$ cat config.mk
export PLATFORM = sky130hd
export DESIGN_NAME = sbl_front
export DESIGN_NICKNAME = d
export VERILOG_FILES = /design/src/design/star_blob_labeler_defines.svh /design/src/design/sbl_pkg.sv /design/src/design/sbl_front.sv
export SDC_FILE = /design/constraint.sdc
export NUM_CORES = 1
export LEC_CHECK = 0
export BUFFER_PORTS_ARGS = -buffer_cell sky130_fd_sc_hd__buf_2
export CAP_MARGIN = 20
export CORE_MARGIN = 2
export CORE_UTILIZATION = 28
export DETAILED_ROUTE_END_ITERATION = 6
export GPL_TIMING_DRIVEN = 0
export PLACE_DENSITY = 0.84
export SYNTH_ARGS = -nofsm -noshare
export SYNTH_HDL_FRONTEND = slang
export SYNTH_SLANG_ARGS = --single-unit
$ cat constraint.sdc
create_clock -name vclk -period 1.2
set_input_delay 0.18 -clock vclk [all_inputs]
set_output_delay 0.18 -clock vclk [all_outputs]
set_load 0.02 [all_outputs]
$ cat src/design/star_blob_labeler_defines.svh
// assertion macros used by the star blob labeler back end
`ifndef STAR_BLOB_LABELER_DEFINES_SVH
`define STAR_BLOB_LABELER_DEFINES_SVH

`ifndef ASSERT_OFF

// condition must never hold at a clock edge
`define SBL_ASSERT_NEVER(lbl, clk, rstn, cond, msg) \
  lbl: assert property (@(posedge clk) disable iff (!rstn) !(cond)) else $error(msg);

// antecedent at one edge implies consequent at the next
`define SBL_ASSERT_NEXT(lbl, clk, rstn, ante, cons, msg) \
  lbl: assert property (@(posedge clk) disable iff (!rstn) (ante) |=> (cons)) else $error(msg);

`else

`define SBL_ASSERT_NEVER(lbl, clk, rstn, cond, msg)
`define SBL_ASSERT_NEXT(lbl, clk, rstn, ante, cons, msg)

`endif

`endif

$ cat src/design/sbl_pkg.sv
// types and constants shared by the star blob labeler modules
`timescale 1ns / 1ps

package sbl_pkg;

  // default sizing
  localparam int MAX_ROWS_DEF    = 4;
  localparam int MAX_WIDTH_DEF   = 1024;
  localparam int LABEL_COUNT_DEF = 4096;

  // field widths
  localparam int COLUMN_W       = 10;
  localparam int ROW_W          = 12;
  localparam int INTENSITY_W    = 16;
  localparam int STAR_LABEL_W   = 12;
  localparam int ERR_W          = 2;
  localparam int SEARCH_ROWS_W  = 3;
  localparam int LINE_WIDTH_W   = 11;
  localparam int CFG_IDX_W      = 1;
  localparam int CFG_DATA_W     = 11;

  // register reset values
  localparam logic [SEARCH_ROWS_W-1:0] SEARCH_ROWS_RST = 3'd4;
  localparam logic [LINE_WIDTH_W-1:0]  LINE_WIDTH_RST  = 11'd1024;

  // command queue depth
  localparam int QUEUE_DEPTH = 2;

  // input mode codes
  localparam logic MODE_POINT = 1'b0;
  localparam logic MODE_EOL   = 1'b1;

  typedef enum logic [CFG_IDX_W-1:0] {
    REG_SEARCH_ROWS = 1'b0,
    REG_LINE_WIDTH  = 1'b1
  } cfg_reg_t;

  typedef enum logic [ERR_W-1:0] {
    ERR_NONE   = 2'd0,
    ERR_COLUMN = 2'd1,
    ERR_LABELS = 2'd2
  } err_code_t;

  typedef enum logic [1:0] {
    CMD_POINT   = 2'd0,
    CMD_BAD_COL = 2'd1,
    CMD_EOL     = 2'd2
  } cmd_kind_t;

  typedef enum logic [2:0] {
    ST_INIT_CLR,
    ST_IDLE,
    ST_SEARCH,
    ST_FINISH,
    ST_LINE_CLR
  } back_state_t;

  typedef enum logic [1:0] {
    SIDE_LEFT,
    SIDE_TOP,
    SIDE_RIGHT
  } ring_side_t;

  typedef struct packed {
    logic                   mode;
    logic [COLUMN_W-1:0]    column;
    logic [ROW_W-1:0]       row;
    logic [INTENSITY_W-1:0] intensity;
  } in_word_t;

  typedef struct packed {
    logic [STAR_LABEL_W-1:0] star_label;
    logic                    new_star;
    logic [COLUMN_W-1:0]     point_column;
    logic [ROW_W-1:0]        point_row;
    logic [INTENSITY_W-1:0]  point_intensity;
    logic [ERR_W-1:0]        error_code;
  } out_word_t;

  typedef struct packed {
    cmd_kind_t              kind;
    logic [COLUMN_W-1:0]    column;
    logic [ROW_W-1:0]       row;
    logic [INTENSITY_W-1:0] intensity;
  } cmd_t;

  typedef struct packed {
    logic not_empty;
    logic full;
  } queue_sts_t;

  typedef struct packed {
    logic clearing;
  } back_sts_t;

endpackage

$ cat src/design/sbl_front.sv
// front end: takes input words and classifies them into commands
`timescale 1ns / 1ps

module sbl_front #(
  parameter int MAX_WIDTH = sbl_pkg::MAX_WIDTH_DEF
) (
  input  logic                                in_valid,
  output logic                                in_stall,
  input  sbl_pkg::in_word_t                   in_word,
  input  logic [sbl_pkg::LINE_WIDTH_W-1:0]    line_width,
  input  sbl_pkg::queue_sts_t                 q_sts,
  input  sbl_pkg::back_sts_t                  back_sts,
  output logic                                q_push,
  output sbl_pkg::cmd_t                       q_data
);

  localparam int MW_W = $clog2(MAX_WIDTH + 1);
  localparam int CX_W = (MW_W > sbl_pkg::COLUMN_W) ? MW_W : sbl_pkg::COLUMN_W;

  logic col_in_line;
  logic col_in_store;

  // hold off while the queue is full or the store is being cleared after reset
  assign in_stall = q_sts.full || back_sts.clearing;
  assign q_push   = in_valid && !in_stall;

  // column range checks against the line width and the store width
  assign col_in_line  = {1'b0, in_word.column} < line_width;
  assign col_in_store = CX_W'(in_word.column) < CX_W'(MAX_WIDTH);

  // classify the word
  always_comb begin
    q_data.column    = in_word.column;
    q_data.row       = in_word.row;
    q_data.intensity = in_word.intensity;
    if (in_word.mode == sbl_pkg::MODE_EOL) begin
      q_data.kind = sbl_pkg::CMD_EOL;
    end else if (col_in_line && col_in_store) begin
      q_data.kind = sbl_pkg::CMD_POINT;
    end else begin
      q_data.kind = sbl_pkg::CMD_BAD_COL;
    end
  end

endmodule

# Word level (Yosys, flattened, before mapping)
# Index checks and enable logic that the tools add are counted.
totals:
  reg_bits: 0
  inputBits: 54
  out_inout_bits: 42
classes:
  order_cmp: 1
  muxes: 2
  reduce_logical: 3
ops:
  columns: ["op", "count"]
  rows:
  - ["less-than comparator 10 x 11 -> 1 bit", 1]
  - ["2-to-1 mux 2 bit", 1]
  - ["logical AND 1 bit", 1]
  - ["logical NOT 1 bit", 1]
  - ["logical OR 1 bit", 1]
  - ["2-to-1 mux 1 bit", 1]

# Logic depth before layout (Yosys ltp)
# Gate-level depths: netlist of run 1.
logic_depth:
  ltp_word: 3
  mapped_depth: 6

# Worst setup path before layout of run 1
# No wires, ideal clock.
synth_timing:
  kind: "input to output"
  startpoint: "input port line_width[8] (netlist name)"
  endpoint: "output port q_data[38] (netlist name)"
  arrival_time_ns: 1.203
  required_ns: 1.020
  slack_ns: -0.183
  cell_stages: 5
  n_path_buf: 0
  cell_sequence: "inv_1 -> ha_1 -> a21o_1 -> a21oi_1 -> o32ai_1"
synth_rtl:
  columns: ["element", "line_no", "rtl"]
  rows:
  - ["from (decl)", "sbl_front.sv:10", "input logic [sbl_pkg::LINE_WIDTH_W-1:0] line_width,"]
  - ["to (decl)", "sbl_front.sv:14", "output sbl_pkg::cmd_t q_data"]

==> results of run 1 <==
[where the power goes]
part	switching, mW	internal, mW
Clock	0	0
Combinational	0.208	0.224
Sequential	0	0
[repair_timing]
item / in CTS / in global routing
endpoints found under the setup margin: 1 / 1
gates resized for setup: 18 / 6
pin swaps: 6 / 8
[kinds of logic after synthesis]
group	after synthesis	share of synthesized area (%)
AOI/OAI and AO/OA	9	9.58
adders and majority gates	9	21.0
buffers and inverters	49	61.7
and+or+nand+nor	9	7.71
[per-layer routing]
metal	vias to the layer above	wire length (um)	GRT usage [%]
met5	-	0	0
met3	0	210	0.755
met4	0	0	1.08
li1	335	-	-
met2	56	792	21.9
met1	269	438	10.0
[cells in the final DEF (no fill, tap or decap), drive strengths merged]
| cell type | n |
|---|---|
| nand2 | 3 |
| nor2b | 1 |
| or2 | 1 |
| o32ai | 1 |
| nand4 | 1 |
| inv | 10 |
| a21o | 1 |
| ha | 9 |
| o21ai | 2 |
| nor2 | 3 |
| a21oi | 5 |
| buf | 106 |
[critical path: stages]
cell     delay, ns
buf_6         0.07
inv_2         0.03
ha_4          0.25
a21o_1        0.12
a21oi_2       0.05
o32ai_2       0.25
buf_4         0.18
[final timing paths]
kind	from	end	cells after the start
worst max-delay path	line_width[8]	q_data[38]	7
worst min-delay path	in_word[11]	q_data[11]	2
[final cells by class]
cell class | instances | area [um^2] | area share (%)
well taps | 25 | 31.3 | 3.05
multi-input cells | 27 | 297 | 28.9
repair buffers | 67 | 363 | 35.4
plain buffers | 39 | 293 | 28.5
inverters | 10 | 42.5 | 4.15
==> summary.md, run 1 <==
| Metric | Value |
|---|---|
| Status | finished, violations left |
| Failing checks | negative setup slack |
| Setup Crit Path Kind | in -> out |
| Tot GR Track Use | 9.96% |
| Worst min path class | in -> out |
| Die X-Extent | between 40 and 50 um |
| Max_slew headroom | about 86% |
| Final setup fails | 1 |
| Arrival time worst endpoint | 1.14 ns |
| First-pass GRT wire length | approximately 1700 um |
| Commonest cells in the netlist | buf_4 (39), inv_1 (10), ha_1 (9) |
| Crit path max fanout | 2 |
| Dpl ws | -0.267 ns |
| Post-synth top area share | around 55% |
| Critical Path End Type | output port |
| Die height | roughly 48 um |
| Post-Place Cells | 168 |
| Peak supply drop | 0.000219 V |
| Setup_tns | -0.117 ns |
| Syn Area/Cell | slightly above 7 um^2 |
| Row count | 15 |
| P per Cell Area | 421 nW/um^2 |
| Lkg Pwr | around 0.62 nW |
| Placed cell areas | 910 um^2 |
| DR vias/cell | 3.93 |
| Unrepaired setup endpoints after global routing | true |
| Post-synth design cell area | between 500 and 600 um^2 |
| Initial Util | approximately 30% |
| Worst Path Required | 1.02 ns |
| Avg WL per Cell | between 8 and 9 um |
| Final core occ | 58.2% |
| Tcrit/Tclk final | 110% |
| Largest net degree at the start of global routing | 4 |
| Share of layout cells above drive strength 1 | around 86% |
| Hold buffers post-CTS | 0 |
| Synthesized net count | around 140 |
| Count of flip-flops and latches | 0 |
| Critical path launch point type | input port |
| WL final | about 1400 um |
| Yosys cell types | 13 |
| Yosys Warn Count | 0 |
| Net count, final | ~210 |
| Post-CTS Setup Repair Bufs | 0 |
| Final Cell Area | between 1000 and 1500 um^2 |
| Synth area leader | buf_4 |
| Via count | 660 |
| Worst hold slack | a little under 0.6 ns |
| GP Congestion | roughly 0.63 |
| Minimum clock period | around 1.3 ns |
| Post-Layout Cell Count | around 170 |
| Port Buffers | between 60 and 70 |
| Final HPWL from detailed placement | ~1300 um |
| Final hold viol count | 0 |
| Final-report max-slew violation count | 0 |
| Initial antenna violation count | 0 |
| Max Cap Viol | 0 |
| # diodes | 0 |
| Die area | 2280 um^2 |
| Io pins | 96 |
| PnR Total Power | between 0.4 and 0.5 mW |
| CORE AREA | about 1800 um^2 |
| Number of global-route vias before repair | 493 |
| Worst Slack Setup Final | -0.117 ns |
| DR DRC count | 0 |
| FF/Latch Area | 0 um^2 |
| Cell with the most instances after synthesis | buf_4 |
| Cells after Synth | 76 |
| Fill count | roughly 170 |
| Slew @ Worst Pin | ~0.20 ns |
| Clock buf count | 0 |
| DRT iter0 DRCs | 0 |
| Remaining global-route overflow | 0 |
| Synth area leaders | buf_4 (55%), ha_1 (21%), inv_1 (7.0%) |
| Routed Antenna Nets | 0 |
| Area Growth Syn to Fin | 91.6% |
| Drt pass-1 iters | 1 |
| Fmax | 0.759 GHz |
| Sequential area share after synthesis | 0% |
Note: power is estimated with default switching activity, not from simulation.
==> run 2: changes to the inputs <==
BUFFER_PORTS_ARGS = default   (was -buffer_cell sky130_fd_sc_hd__buf_2)
CORE_AREA = 2 2 39 41   (was default)
CORE_MARGIN = default   (was 2)
CORE_UTILIZATION = default   (was 28)
DIE_AREA = 0 0 41 43   (was default)
DONT_BUFFER_PORTS = 1   (was default)
PLACE_DENSITY = default   (was 0.84)
==> run 2 against run 1 <==
The run now ends clean. First-iteration DRC count did not move. Non-clock buffer count fell by 67. Die area fell by 23%. Worst setup slack improved by 0.16 ns. Sequential cell count did not move. Via count fell by 33%. Final cell count fell by 45%. Global-route usage fell by 1.7 points. Hold slack got worse by 0.12 ns.
==> summary.md, run 2 (synthesis gave the netlist of run 1 again) <==
| Metric | Value |
|---|---|
| Status | completed |
| Die area | 1760 um^2 (-23%) |
| Port Buffers | 0 (-100%) |
| Row count | 14 (-1) |
| Number of global-route vias before repair | 321 (-35%) |
| Via count | 442 (-33%) |
| Die X-Extent | 41 um (-14%) |
| Crit path max fanout | 1 (-1) |
| Drt pass-1 iters | 1 (unchanged) |
| Final hold viol count | 0 (unchanged) |
| First-pass GRT wire length | 1100 um (-37%) |
| Post-CTS Setup Repair Bufs | 0 (unchanged) |
| Unrepaired setup endpoints after global routing | false |
| Count of flip-flops and latches | 0 (unchanged) |
| Final core occ | 48.5% (-9.7 points) |
| PnR Total Power | 0.323 mW (-25%) |
| FF/Latch Area | 0 um^2 (unchanged) |
| CP max stage cell | ha_4 |
| Commonest non-fill, non-tap cell in the layout | buf_4 |
| Worst Slack Setup Final | 0.0428 ns (+0.160 ns) |
| WL final | 1020 um (-29%) |
| Tcrit/Tclk final | 96.4% (-13 points) |
| Initial Util | 38.7% (+8.3 points) |
| Minimum clock period | 1.16 ns (-0.160 ns) |
| Slew @ Worst Pin | 0.379 ns (+0.176 ns) |
| Final HPWL from detailed placement | 920 um (-30%) |
| Io pins | 96 (unchanged) |
| Lkg Pwr | 0.352 nW (-44%) |
| Worst min path class | in -> out |
| DR DRC count | 0 (unchanged) |
| Avg WL per Cell | 11.1 um (+29%) |
| Arrival time worst endpoint | 0.98 ns (-0.16 ns) |
| Largest net degree at the start of global routing | 4 (unchanged) |
| P per Cell Area | 481 nW/um^2 (+14%) |
| Post-Place Cells | 92 (-45%) |
| Most frequent cells in the layout | buf_4 (39), inv_1 (8), a21oi_2 (5), ha_4 (5), ha_1 (4) |
| Setup_tns | 0 ns (+0.117 ns) |
| Routed Antenna Nets | 0 (unchanged) |
| Max Cap Viol | 0 (unchanged) |
| Placed cell areas | 563 um^2 (-38%) |
| CP Cell Sequence | inv_1, ha_4, nand2_2, o21ai_2, a21oi_2, o32ai_4 |
| Hold buffers post-CTS | 0 (unchanged) |
| GP Congestion | 0.597 (-5.6%) |
| Share of layout cells above drive strength 1 | 76.3% (-9.7 points) |
| Critical path launch point type | input port |
| Final setup fails | 0 (-1) |
| Fmax | 0.864 GHz (+14%) |
| Bufs and invs on worst path | 1 (-2) |
| Post-Layout Cell Count | 92 (-45%) |
| Tot GR Track Use | 8.29% (-1.7 points) |
| Clock buf count | 0 (unchanged) |
| Net count, final | 141 (-32%) |
| Final-report max-slew violation count | 0 (unchanged) |
| Dpl ws | -0.0787 ns (+0.188 ns) |
| Delay of the slowest critical-path stage | 0.26 ns (about the same) |
| Critical Path End Type | output port |
| DR vias/cell | 4.80 (+22%) |
| # diodes | 0 (unchanged) |
| Max_slew headroom | 74.7% (-12 points) |
| Worst Path Required | 1.02 ns (about the same) |
| Remaining global-route overflow | 0 (unchanged) |
| Area Growth Syn to Fin | 25.2% |
| Multi-input combinational cell area | 320 um^2 (+8.0%) |
| CORE AREA | 1380 um^2 (-22%) |
| Peak supply drop | 0.000224 V (+2.2%) |
| Fill count | 133 (-20%) |
| Initial antenna violation count | 0 (unchanged) |
| Delay-heaviest family, CP | compound AO/OA/AOI/OAI gates |
| Setup Crit Path Kind | in -> out |
| Worst hold slack | 0.460 ns (-0.117 ns) |
| DRT iter0 DRCs | 0 (unchanged) |
| Die height | 43 um (-9.9%) |
| Final Cell Area | 671 um^2 (-35%) |
[run 2: cell types whose count changed in the layout (fill, tap and decap cells not counted), sizes merged]
cell,previous run,this run
buf,106,39
[run 2: worst paths after layout]
check / from / end / slack, ns / depth (start not counted)
worst max-delay path: line_width[1] / q_data[38] / 0.04 / 6
worst min-delay path: in_word[38] / q_data[38] / 0.46 / 1
[run 2: layer usage]
layer | track usage, % | wire length (um) | vias up
met4 | 0 | 0 | 0
met5 | 0 | 0 | -
met1 | 7.91 | 282 | 187
met2 | 17.8 | 531 | 53
li1 | - | - | 202
met3 | 0.524 | 207 | 0
[run 2: area by class of cell]
class | instances | area share [%]
multi-input cells | 27 | 47.8
plain buffers | 39 | 43.7
well taps | 16 | 2.99
inverters | 10 | 5.60
[run 2: timing repair]
item                                    in CTS  in global routing
endpoints found under the hold margin        0                  0
pin swaps                                    3                 10
endpoints found under the setup margin       1                  1
cloned                                       0                  0
gates resized for setup                      5                 14
[run 2: power breakdown]
part,internal (mW),total [mW],switching [mW]
registers,0,0,0
logic,0.148,0.323,0.175
clock network,0,0,0
==> run 3: changes to the inputs <==
clock period = 1.4 ns   (was 1.2 ns; I/O delays follow)
==> run 3 against run 2 <==
Combinational power is 28% lower. Total power is 28% lower. Critical path type unchanged. Final cell count stayed put. Hold slack better by 0.073 ns. Die area stayed put. Largest power group unchanged. Count of clock-buffer cells in the layout stayed put. Via count is 2.7% lower. First-iteration DRC count is 2 higher. Sequential cell count stayed put. Routed wire length is 9.8% lower.
==> summary.md, run 3 (synthesis gave the netlist of run 1 again) <==
| Metric | Value |
|---|---|
| Status | completed |
| Wire length on met2 | 467 um (-12%) |
| Die X-Extent | 41 um (unchanged) |
| DR DRC count | 0 (unchanged) |
| Number of global-route vias before repair | 303 (-5.6%) |
| Setup crit start | line_width[8] |
| GP Congestion | 0.597 (unchanged) |
| Setup Crit Path Kind | in -> out |
| Count of flip-flops and latches | 0 (unchanged) |
| Worst Path Required | 1.19 ns (+0.17 ns) |
| Post-CTS Setup Repair Bufs | 0 (unchanged) |
| Die height | 43 um (unchanged) |
| Lkg Pwr | 0.348 nW (-1.1%) |
| Fmax | between 0.7 and 0.8 GHz |
| PostCTS Resize Cnt | 0 (-5) |
| Tot GR Track Use | 7.79% (-0.50 points) |
| Most frequent cells in the layout | buf_4 (39), inv_1 (10), ha_1 (9) |
| Setup_tns | 0 ns (unchanged) |
| Final HPWL from detailed placement | 920 um (unchanged) |
| Routed Antenna Nets | 0 (unchanged) |
| Hold Crit Start | in_word[21] |
| Final core occ | 40.7% (-7.8 points) |
| Peak supply drop | 0.000193 V (-14%) |
| Critical path launch point type | input port |
| Row count | 14 (unchanged) |
| Arrival time worst endpoint | 1.11 ns (+0.13 ns) |
| Slew @ Worst Pin | 0.464 ns (+0.0856 ns) |
| Metal-1 WL | 254 um (-9.9%) |
| Remaining global-route overflow | 0 (unchanged) |
| DR WL met3 | 199 um (-3.9%) |
| Final hold viol count | 0 (unchanged) |
| Minimum clock period | around 1.3 ns |
| Avg WL per Cell | 10.0 um (-9.8%) |
| Placed cell areas | 563 um^2 (unchanged) |
| Share of layout cells above drive strength 1 | 53.9% (-22 points) |
| P per Cell Area | 413 nW/um^2 (-14%) |
| Initial antenna violation count | 0 (unchanged) |
| Delay of the slowest critical-path stage | 0.41 ns (+0.15 ns) |
| Io pins | 96 (unchanged) |
| Highest metal used | met3 |
| Tcrit/Tclk final | a little over nine tenths |
| Crit path max fanout | 2 (+1) |
| Worst hold slack | 0.533 ns (+0.0732 ns) |
| Hold buffers post-CTS | 0 (unchanged) |
| CP Cell Sequence | inv_1, ha_1, a21o_1, a21oi_1, o32ai_2 |
| Clock buf count | 0 (unchanged) |
| Final-report max-slew violation count | 0 (unchanged) |
| Final setup fails | 0 (unchanged) |
| DRT iter0 DRCs | 2 (+2) |
| Port Buffers | 0 (unchanged) |
| Area Growth Syn to Fin | 5.14% |
| Max_slew headroom | 69.1% (-5.5 points) |
| Critical Path End Type | output port |
| Worst min path class | in -> out |
| WL final | 921 um (-9.8%) |
| Max Cap Viol | 0 (unchanged) |
| Die area | 1760 um^2 (unchanged) |
| Net count, final | 141 (unchanged) |
| Largest net degree at the start of global routing | 4 (unchanged) |
| CP max stage cell | o32ai_2 |
| Via count | 430 (-2.7%) |
| PnR Total Power | 0.233 mW (-28%) |
| DR vias/cell | 4.67 (-2.7%) |
| Drt pass-1 iters | 4 (+3) |
| # diodes | 0 (unchanged) |
| Final Cell Area | 563 um^2 (-16%) |
| Initial Util | 38.7% (unchanged) |
| FF/Latch Area | 0 um^2 (unchanged) |
| First-pass GRT wire length | 1060 um (-4.4%) |
| Unrepaired setup endpoints after global routing | false |
| Commonest non-fill, non-tap cell in the layout | buf_4 |
| CORE AREA | 1380 um^2 (unchanged) |
## run 3: cell counts in the layout (fill, tap and decap cells not counted)
No cell type changed its count.
## run 3: worst paths after layout
kind,cells past startpoint,end
max,5,q_data[38]
min,1,q_data[21]
## run 3: metrics by stage
stage / setup WS, ns / instances
2_1_floorplan: 0.145 / 76
3_3_place_gp: 0.0972 / 92
3_5_place_dp: 0.0613 / 92
4_1_cts: 0.0609 / 92
5_1_grt: 0.00141 / 92
6_report: 0.0801 / 92
## run 3: layout make-up
class                      instances  area (um^2)
fill                             135          821
buffer                            39          293
tap                               16         20.0
multi-input combinational         27          213
inverter                          10         37.5
## run 3: routing by layer
layer / vias up / track usage (%)
met5: - / 0
met4: 0 / 0
met3: 0 / 0
met2: 53 / 15.9
met1: 175 / 8.54
li1: 202 / -
## run 3: power breakdown
part	total [mW]	internal, mW	switching, mW
sequential	0	0	0
combinational	0.233	0.102	0.131
clock	0	0	0
## run 3: worst max-delay path: cells and delay by family
family / cells / cell delay [ns]
compound gates: 3 / 0.59
fa+ha+maj: 1 / 0.28
buf+inv: 1 / 0.02
